$ cat src/hw/rtl/cmdfc_pkg.sv
// types, constants and helper functions shared by the command frame checker
package cmdfc_pkg;

  localparam int FRAME_LEN  = 32;
  localparam int MAX_TOKENS = 10;
  localparam int CNT_W      = $clog2(FRAME_LEN + 1);

  localparam logic [7:0] CHAR_ADD_MARK = 8'h2A;
  localparam logic [7:0] CHAR_XOR_MARK = 8'h5E;
  localparam logic [7:0] CHAR_SPACE    = 8'h20;

  localparam logic [7:0] START_CHAR_RST  = 8'd36;
  localparam logic [7:0] END_CHAR_RST    = 8'd13;
  localparam logic       ECHO_ENABLE_RST = 1'b0;

  localparam logic [7:0] REG_START_CHAR  = 8'd0;
  localparam logic [7:0] REG_END_CHAR    = 8'd1;
  localparam logic [7:0] REG_ECHO_ENABLE = 8'd2;

  localparam logic [1:0] STATUS_OK       = 2'd0;
  localparam logic [1:0] STATUS_MISMATCH = 2'd1;
  localparam logic [1:0] STATUS_TOO_MANY = 2'd2;

  localparam logic [1:0] KIND_NONE = 2'd0;
  localparam logic [1:0] KIND_ADD  = 2'd1;
  localparam logic [1:0] KIND_XOR  = 2'd2;

  typedef enum logic [1:0] {
    SCAN_TEXT    = 2'd0,
    SCAN_ADD_HEX = 2'd1,
    SCAN_XOR_HEX = 2'd2,
    SCAN_OVER    = 2'd3
  } scan_mode_t;

  typedef struct packed {
    logic [7:0] start_char;
    logic [7:0] end_char;
    logic       echo_enable;
  } cfg_regs_t;

  typedef struct packed {
    logic             in_frame;
    logic [CNT_W-1:0] char_count;
    logic [7:0]       add_sum;
    logic [7:0]       xor_sum;
    logic [3:0]       tokens_seen;
    scan_mode_t       scan_mode;
    logic             scan_ended;
    logic [1:0]       hex_digits;
    logic [7:0]       hex_value;
    logic             hex_invalid;
    logic [7:0]       first_letter;
    logic [7:0]       second_letter;
  } frame_state_t;

  typedef struct packed {
    logic       echo_valid;
    logic [7:0] echo_byte;
    logic       frame_done;
    logic [1:0] frame_status;
    logic [1:0] check_kind;
    logic [3:0] token_count;
    logic [7:0] command_first;
    logic [7:0] command_second;
    logic [7:0] sent_checksum;
    logic [7:0] local_checksum;
  } result_t;

  localparam frame_state_t FRAME_IDLE = '{
    in_frame:      1'b0,
    char_count:    '0,
    add_sum:       8'd0,
    xor_sum:       8'd0,
    tokens_seen:   4'd0,
    scan_mode:     SCAN_TEXT,
    scan_ended:    1'b0,
    hex_digits:    2'd0,
    hex_value:     8'd0,
    hex_invalid:   1'b0,
    first_letter:  8'd0,
    second_letter: 8'd0
  };

  // returns {valid, nibble}
  function automatic logic [4:0] hex_nibble(input logic [7:0] c);
    logic [7:0] d;
    d = 8'd0;
    if (c >= 8'h30 && c <= 8'h39) begin
      d = c - 8'h30;
      return {1'b1, d[3:0]};
    end else if (c >= 8'h41 && c <= 8'h46) begin
      d = c - 8'h37;
      return {1'b1, d[3:0]};
    end else if (c >= 8'h61 && c <= 8'h66) begin
      d = c - 8'h57;
      return {1'b1, d[3:0]};
    end
    return 5'd0;
  endfunction

endpackage

$ cat src/hw/rtl/cmdfc_step.sv
// per-byte frame parser: next frame state and result from current state and byte
module cmdfc_step import cmdfc_pkg::*; (
  input  frame_state_t state_cur,
  input  cfg_regs_t    cfg,
  input  logic [7:0]   rx_byte,
  output frame_state_t state_nxt,
  output result_t      res_nxt
);

  logic [4:0] hex_d;
  logic [7:0] sent;
  logic [7:0] local_sum;
  logic [1:0] status;
  logic [1:0] kind;

  assign hex_d = hex_nibble(rx_byte);

  // verdict for a closing byte
  always_comb begin
    sent = state_cur.hex_invalid ? 8'd0 : state_cur.hex_value;
    if (state_cur.scan_mode == SCAN_OVER) begin
      status    = STATUS_TOO_MANY;
      kind      = KIND_NONE;
      sent      = 8'd0;
      local_sum = state_cur.add_sum;
    end else begin
      kind      = 2'(state_cur.scan_mode);
      local_sum = (kind == KIND_XOR) ? state_cur.xor_sum : state_cur.add_sum;
      status    = (kind == KIND_NONE || sent == local_sum) ? STATUS_OK : STATUS_MISMATCH;
    end
  end

  always_comb begin
    state_nxt          = state_cur;
    res_nxt            = '0;
    res_nxt.echo_valid = cfg.echo_enable;
    res_nxt.echo_byte  = cfg.echo_enable ? rx_byte : 8'd0;

    if (rx_byte == cfg.start_char) begin
      state_nxt             = FRAME_IDLE;
      state_nxt.in_frame    = 1'b1;
      state_nxt.char_count  = CNT_W'(1);
      state_nxt.add_sum     = cfg.start_char;
      state_nxt.xor_sum     = cfg.start_char;
      state_nxt.tokens_seen = 4'd1;
    end else if (state_cur.in_frame) begin
      if (state_cur.char_count >= CNT_W'(FRAME_LEN)) begin
        state_nxt = FRAME_IDLE;
      end else if (rx_byte == cfg.end_char) begin
        res_nxt.frame_done     = 1'b1;
        res_nxt.frame_status   = status;
        res_nxt.check_kind     = kind;
        res_nxt.token_count    = (status == STATUS_OK) ? state_cur.tokens_seen : 4'd0;
        res_nxt.command_first  = state_cur.first_letter;
        res_nxt.command_second = state_cur.second_letter;
        res_nxt.sent_checksum  = sent;
        res_nxt.local_checksum = local_sum;
        state_nxt              = FRAME_IDLE;
      end else begin
        state_nxt.char_count = state_cur.char_count + CNT_W'(1);
        if (state_cur.char_count == CNT_W'(1)) begin
          // first text byte is summed and kept as the first command letter; only a zero byte ends scanning
          state_nxt.first_letter = rx_byte;
          state_nxt.add_sum      = state_cur.add_sum + rx_byte;
          state_nxt.xor_sum      = state_cur.xor_sum ^ rx_byte;
          if (rx_byte == 8'd0) begin
            state_nxt.scan_ended = 1'b1;
          end
        end else if (!state_cur.scan_ended) begin
          if (rx_byte == 8'd0) begin
            state_nxt.scan_ended = 1'b1;
          end else begin
            case (state_cur.scan_mode)
              SCAN_TEXT: begin
                if (rx_byte == CHAR_SPACE) begin
                  if (state_cur.tokens_seen >= 4'(MAX_TOKENS)) begin
                    state_nxt.scan_mode  = SCAN_OVER;
                    state_nxt.scan_ended = 1'b1;
                  end else begin
                    state_nxt.add_sum     = state_cur.add_sum + rx_byte;
                    state_nxt.xor_sum     = state_cur.xor_sum ^ rx_byte;
                    state_nxt.tokens_seen = state_cur.tokens_seen + 4'd1;
                  end
                end else if (rx_byte == CHAR_ADD_MARK) begin
                  state_nxt.scan_mode = SCAN_ADD_HEX;
                end else if (rx_byte == CHAR_XOR_MARK) begin
                  state_nxt.scan_mode = SCAN_XOR_HEX;
                end else begin
                  if (state_cur.char_count == CNT_W'(2) && state_cur.tokens_seen == 4'd1) begin
                    state_nxt.second_letter = rx_byte;
                  end
                  state_nxt.add_sum = state_cur.add_sum + rx_byte;
                  state_nxt.xor_sum = state_cur.xor_sum ^ rx_byte;
                end
              end
              SCAN_ADD_HEX, SCAN_XOR_HEX: begin
                if (state_cur.hex_digits < 2'd2) begin
                  if (!hex_d[4]) begin
                    state_nxt.hex_invalid = 1'b1;
                    state_nxt.scan_ended  = 1'b1;
                  end else begin
                    if (state_cur.hex_digits == 2'd1) begin
                      state_nxt.hex_value = {state_cur.hex_value[3:0], hex_d[3:0]};
                    end else begin
                      state_nxt.hex_value = {4'd0, hex_d[3:0]};
                    end
                    state_nxt.hex_digits = state_cur.hex_digits + 2'd1;
                  end
                end
              end
              default: begin
              end
            endcase
          end
        end
      end
    end
  end

endmodule

$ cat config.mk
export PLATFORM = sky130hd
export DESIGN_NAME = cmdfc_step
export DESIGN_NICKNAME = d
export VERILOG_FILES = /design/src/hw/rtl/cmdfc_pkg.sv /design/src/hw/rtl/cmdfc_step.sv
export SDC_FILE = /design/constraint.sdc
export NUM_CORES = 1
export LEC_CHECK = 0
export ABC_AREA = 1
export BUFFER_PORTS_ARGS = -buffer_cell sky130_fd_sc_hd__buf_2
export CAP_MARGIN = 20
export CORE_MARGIN = 4
export CORE_UTILIZATION = 47
export DETAILED_ROUTE_END_ITERATION = 6
export PLACE_DENSITY = 0.91
export SETUP_SLACK_MARGIN = 0.3
export SYNTH_ARGS = -nofsm -noshare
export SYNTH_HDL_FRONTEND = slang
export SYNTH_SLANG_ARGS = --single-unit
$ cat constraint.sdc
create_clock -name vclk -period 2.1
set_clock_uncertainty 0.2 [all_clocks]
set_input_delay 0.105 -clock vclk [all_inputs]
set_output_delay 0.105 -clock vclk [all_outputs]
set_load 0.05 [all_outputs]
==> flow_summary.ini, run 1 <==
[run_status]
status = did not finish
stop_stage = 4_1_cts
error_line = [ERROR DPL-0038] Utilization greater than 100%, impossible to legalize

[synthesis]
syn_area_per_cell_um2 = 4.94
syn_inst = 683
yosys_warnings = 0
synth_cell_types = 32
synth_area_um2 = 3370
ys_seq_area_share_pct = 0
syn_nets = 790

[placed_design]
io_buffers = 189
dp_hpwl_mm = 15.3
placed_area_um2 = 6230
routabilityCongestion = 1.07

[cts]
cts.repair.resized = 365
postCtsSetupBuffers = 32
cts_hold_buf = 0

[floorplanning]
rows = 30
die_y_um = 92.7
die_w_um = 92.7
io_pins = 189
start_util_pct = 49.1
[cell usage after synthesis]
library cell / instances / area (µm²)
nand2_1: 226 / 848
o21ai_0: 29 / 145
clkbuf_1: 13 / 48.8
buf_2: 14 / 70.1
nand3b_1: 5 / 37.5
or2_1: 2 / 12.5
nor3_4: 1 / 16.3
and3_1: 1 / 6.26
nor4_1: 1 / 6.26
ha_1: 24 / 300
inv_1: 86 / 323
nand3_2: 1 / 10.0
xor2_1: 15 / 131
o21a_1: 1 / 7.51
buf_4: 6 / 45.0
nor3b_1: 2 / 15.0
xnor2_1: 24 / 210
o21bai_1: 1 / 7.51
o22ai_1: 2 / 12.5
nand4_1: 8 / 50.1
o21ai_1: 2 / 10.0
inv_2: 3 / 11.3
buf_6: 1 / 11.3
nand3_1: 71 / 355
clkinv_1: 1 / 3.75
nor3_1: 6 / 30.0
fa_1: 1 / 20.0
buf_1: 4 / 15.0
nor2_1: 68 / 255
nor2_4: 1 / 11.3
o211ai_1: 12 / 90.1
a21oi_1: 51 / 255
[metrics by stage]
step / util [%] / setup TNS [ns] / instances / setup slack (ns)
2_1_floorplan: - / 0 / 683 / 0.00782
3_3_place_gp: 90.7 / -5.53 / 1028 / -0.147
3_5_place_dp: 90.7 / -11.32 / 1028 / -0.340
[cells by family after synthesis]
group	Yosys count	synth area share (%)
simple gates	393	49.1
xor+xnor	39	10.1
fa+ha+maj	25	9.50
buf+inv	128	15.7
compound gates	98	15.7
==> run 2: changes to the inputs <==
--- a/config.mk
+++ b/config.mk
@@ -9,10 +9,9 @@
 export BUFFER_PORTS_ARGS = -buffer_cell sky130_fd_sc_hd__buf_2
 export CAP_MARGIN = 20
 export CORE_MARGIN = 4
-export CORE_UTILIZATION = 47
+export CORE_UTILIZATION = 40
 export DETAILED_ROUTE_END_ITERATION = 6
-export PLACE_DENSITY = 0.91
-export SETUP_SLACK_MARGIN = 0.3
+export PLACE_DENSITY_LB_ADDON = 0.15
 export SYNTH_ARGS = -nofsm -noshare
 export SYNTH_HDL_FRONTEND = slang
 export SYNTH_SLANG_ARGS = --single-unit
==> flow_summary.ini, run 2 <==
[synthesis]
yosys_warnings = 0
ys_seq_area_share_pct = 0
synth_top_cell_by_area = nand2_1
syn_nets = 790
yosysMostFrequentCell = nand2_1
synth_common_cells = 226 x nand2_1, 86 x inv_1, 71 x nand3_1
syn_inst = 683
synth_area_leaders = nand2_1 25%, nand3_1 11%, inv_1 9.6%, ha_1 8.9%, a21oi_1 7.6%
syn_area_per_cell_um2 = 4.94
synth_cell_types = 32
yosysTopAreaCellShare_pct = 25.2
synth_area_um2 = 3370

[route]
drt-wirelength-per-cell_um = 16.7
via_count = 5785
wl_mm = 17.6
viasPerCell = 5.50
drt_pass1_iterations = 7
drtIter0Drc = 449
ant_nets = 0
drcViolationCount = 0

[setup_path]
critPathLaunch = state_cur[42]
endpoint = state_nxt[48]
cp_data_required_time_ns = 1.79
critical_path_class = in2out
worstPathArrival_ns = 1.85
cp-start-kind = primary input
worst-path-max-fanout = 2
endpoint_kind = primary output

[layout]
most-common-layout-cells = 212 x nand2_1, 117 x buf_4, 95 x buf_2, 77 x inv_1, 63 x buf_6
n_clock_buffer = 0
area_growth_syn_to_layout_pct = 97.0
fin_nets = 1056
fill_cells = 551
diodes = 0
numSequentialCells = 0
fin_cells = 1052
final-seq-area_um2 = 0
fin_util_pct = 80.8
post-route-cell-area_um2 = 6640
final_common_cell = nand2_1
drive_gt1_share_pct = 48.6

[global_route]
antenna_found_initial = 0
grt_pass1_wl_mm = 24.3
grt_max_degree = 31
grt_overflow = 0
track_usage_pct = 29.1
first_global_vias = 5356

[sta]
fin_tns_setup_ns = -0.0623
setup_slack_ns = -0.0592
setup_viol = 2
maxSlewViolCount = 0
rsz0062_at_grt = yes
max_slew_margin_pct = 76.4
fmax_mhz = 463
worstMarginPinSlew_ns = 0.351
whs_ns = 0.378
fin_crit_sh_pct = 103
fin_crit_ns = 2.16
final-hold-violation-count = 0

[floorplanning]
rows = 33
core_um2 = 8220
start_util_pct = 41.0
dieArea_um2 = 9960
die_y_um = 99.8
die_w_um = 99.8
io_pins = 189

[pwr]
total_leakage_power_nw = 3.43
p_per_area_nw_per_um2 = 230
p_total_mw = 1.53
ir_worst_vdd_mv = 0.210

[min_path]
worstHoldStart = cfg[0]
hold_class = in2out
hold_depth = 2

[placed_design]
io_buffers = 189
dp_hpwl_mm = 12.3
dp_slack_ns = -0.288
routabilityCongestion = 0.985
placed_area_um2 = 5270
place_inst = 1039

[run_status]
status = complete, but fails checks
violations = setup timing

[flow_run]
maxCapViolations = 0

[cts]
cts_hold_buf = 0
-- run 2: cell counts after synthesis --
Identical to the previous run, type by type.
-- run 2: critical path: stages --
cell	delay, ns
buf_2	0.10
ha_2	0.17
inv_1	0.06
fa_2	0.37
o21ai_2	0.21
nand2_1	0.08
nand2_1	0.09
xor2_1	0.17
nand3_1	0.13
nand4_1	0.11
nand2_1	0.09
buf_6	0.16
-- run 2: where the power goes --
part	total [mW]	internal (mW)	switching, mW
clock network	0	0	0
registers	0	0	0
logic	1.53	0.561	0.968
total	1.53	0.561	0.968
-- run 2: worst min path at each step --
stage,end
after global placement,res_nxt[49]
after floorplan,res_nxt[11]
final,res_nxt[49]
after CTS,res_nxt[17]
after detailed placement,res_nxt[49]
after global routing,res_nxt[30]
-- run 2: layout make-up --
cell class         count  area [µm²]  share of cell area [%]
repair buffers       301        2460                    37.1
well taps            105         131                    1.98
inverters             90         358                    5.39
multi-input cells    556        3690                    55.6
-- run 2: layer usage --
metal	track usage, %	wire (µm)
met1	35.6	6640
met2	53.8	8800
met3	2.22	1520
met4	8.93	643
met5	0	0
-- run 2: cells by family (layout without fill, tap and decap cells) --
| kind of cell | after synthesis | after routing | synth area share, % |
|---|---|---|---|
| AND/OR/NAND/NOR | 393 | 394 | 49.1 |
| buffers and inverters | 128 | 391 | 15.7 |
| AO/OA/AOI/OAI | 98 | 98 | 15.7 |
| adder cells (fa/ha/maj) | 25 | 25 | 9.50 |
| XOR/XNOR | 39 | 39 | 10.1 |
-- run 2: what timing repair did --
| action | in CTS | in global routing |
|---|---|---|
| resized for setup | 156 | 203 |
| setup buffers | 1 | 7 |
| endpoints found under the setup margin | 90 | 96 |
| pin swaps | 16 | 45 |
| cloned | 1 | 6 |
No activity file was read; power rests on OpenSTA's default activity.
==> run 3: changes to the inputs <==
--- a/config.mk
+++ b/config.mk
@@ -5,7 +5,6 @@
 export SDC_FILE = /design/constraint.sdc
 export NUM_CORES = 1
 export LEC_CHECK = 0
-export ABC_AREA = 1
 export BUFFER_PORTS_ARGS = -buffer_cell sky130_fd_sc_hd__buf_2
 export CAP_MARGIN = 20
 export CORE_MARGIN = 4
==> flow_summary.ini, run 3 <==
[synthesis]
synth_top_cell_by_area = ha_1
synth_common_cells = 39 x and2_1, 37 x nor2_1, 26 x nand2_1
yosysMostFrequentCell = and2_1
yosysTopAreaCellShare_pct = 10.6
syn_nets = 525
syn_area_per_cell_um2 = 6.78
synth_area_leaders = ha_1 11%, and2_1 8.6%, xnor2_1 7.1%, mux2i_1 6.0%, nor2_1 4.9%
yosys_warnings = 0
syn_inst = 418
synth_cell_types = 57
ys_seq_area_share_pct = 0
synth_area_um2 = 2830

[floorplanning]
rows = 30
start_util_pct = 41.5
io_pins = 189
die_y_um = 92.2
die_w_um = 92.2

[placed_design]
routabilityCongestion = 0.943
dp_hpwl_mm = 12.2
placed_area_um2 = 5550
io_buffers = 189

[cts]
postCtsSetupBuffers = 32
cts.repair.resized = 319
cts_hold_buf = 0

[run_status]
error_line = [ERROR DPL-0038] Utilization greater than 100%, impossible to legalize
stop_stage = 4_1_cts
status = did not finish
==> run 3: logic make-up after synthesis <==
group | Yosys count | synth area share (%)
and+or+nand+nor | 177 | 34.0
AOI/OAI and AO/OA | 109 | 28.9
buffers and inverters | 53 | 8.39
xor gates and xnor gates | 37 | 11.4
adders and majority gates | 25 | 11.3
muxes | 17 | 6.00
==> run 3: stage by stage <==
step	worst slack (ns)	instances	hold WS [ns]	util, %
floorplan	-0.171	418	0.175	-
global placement	-0.484	818	0.361	81.3
detailed placement	-0.555	818	0.369	81.3
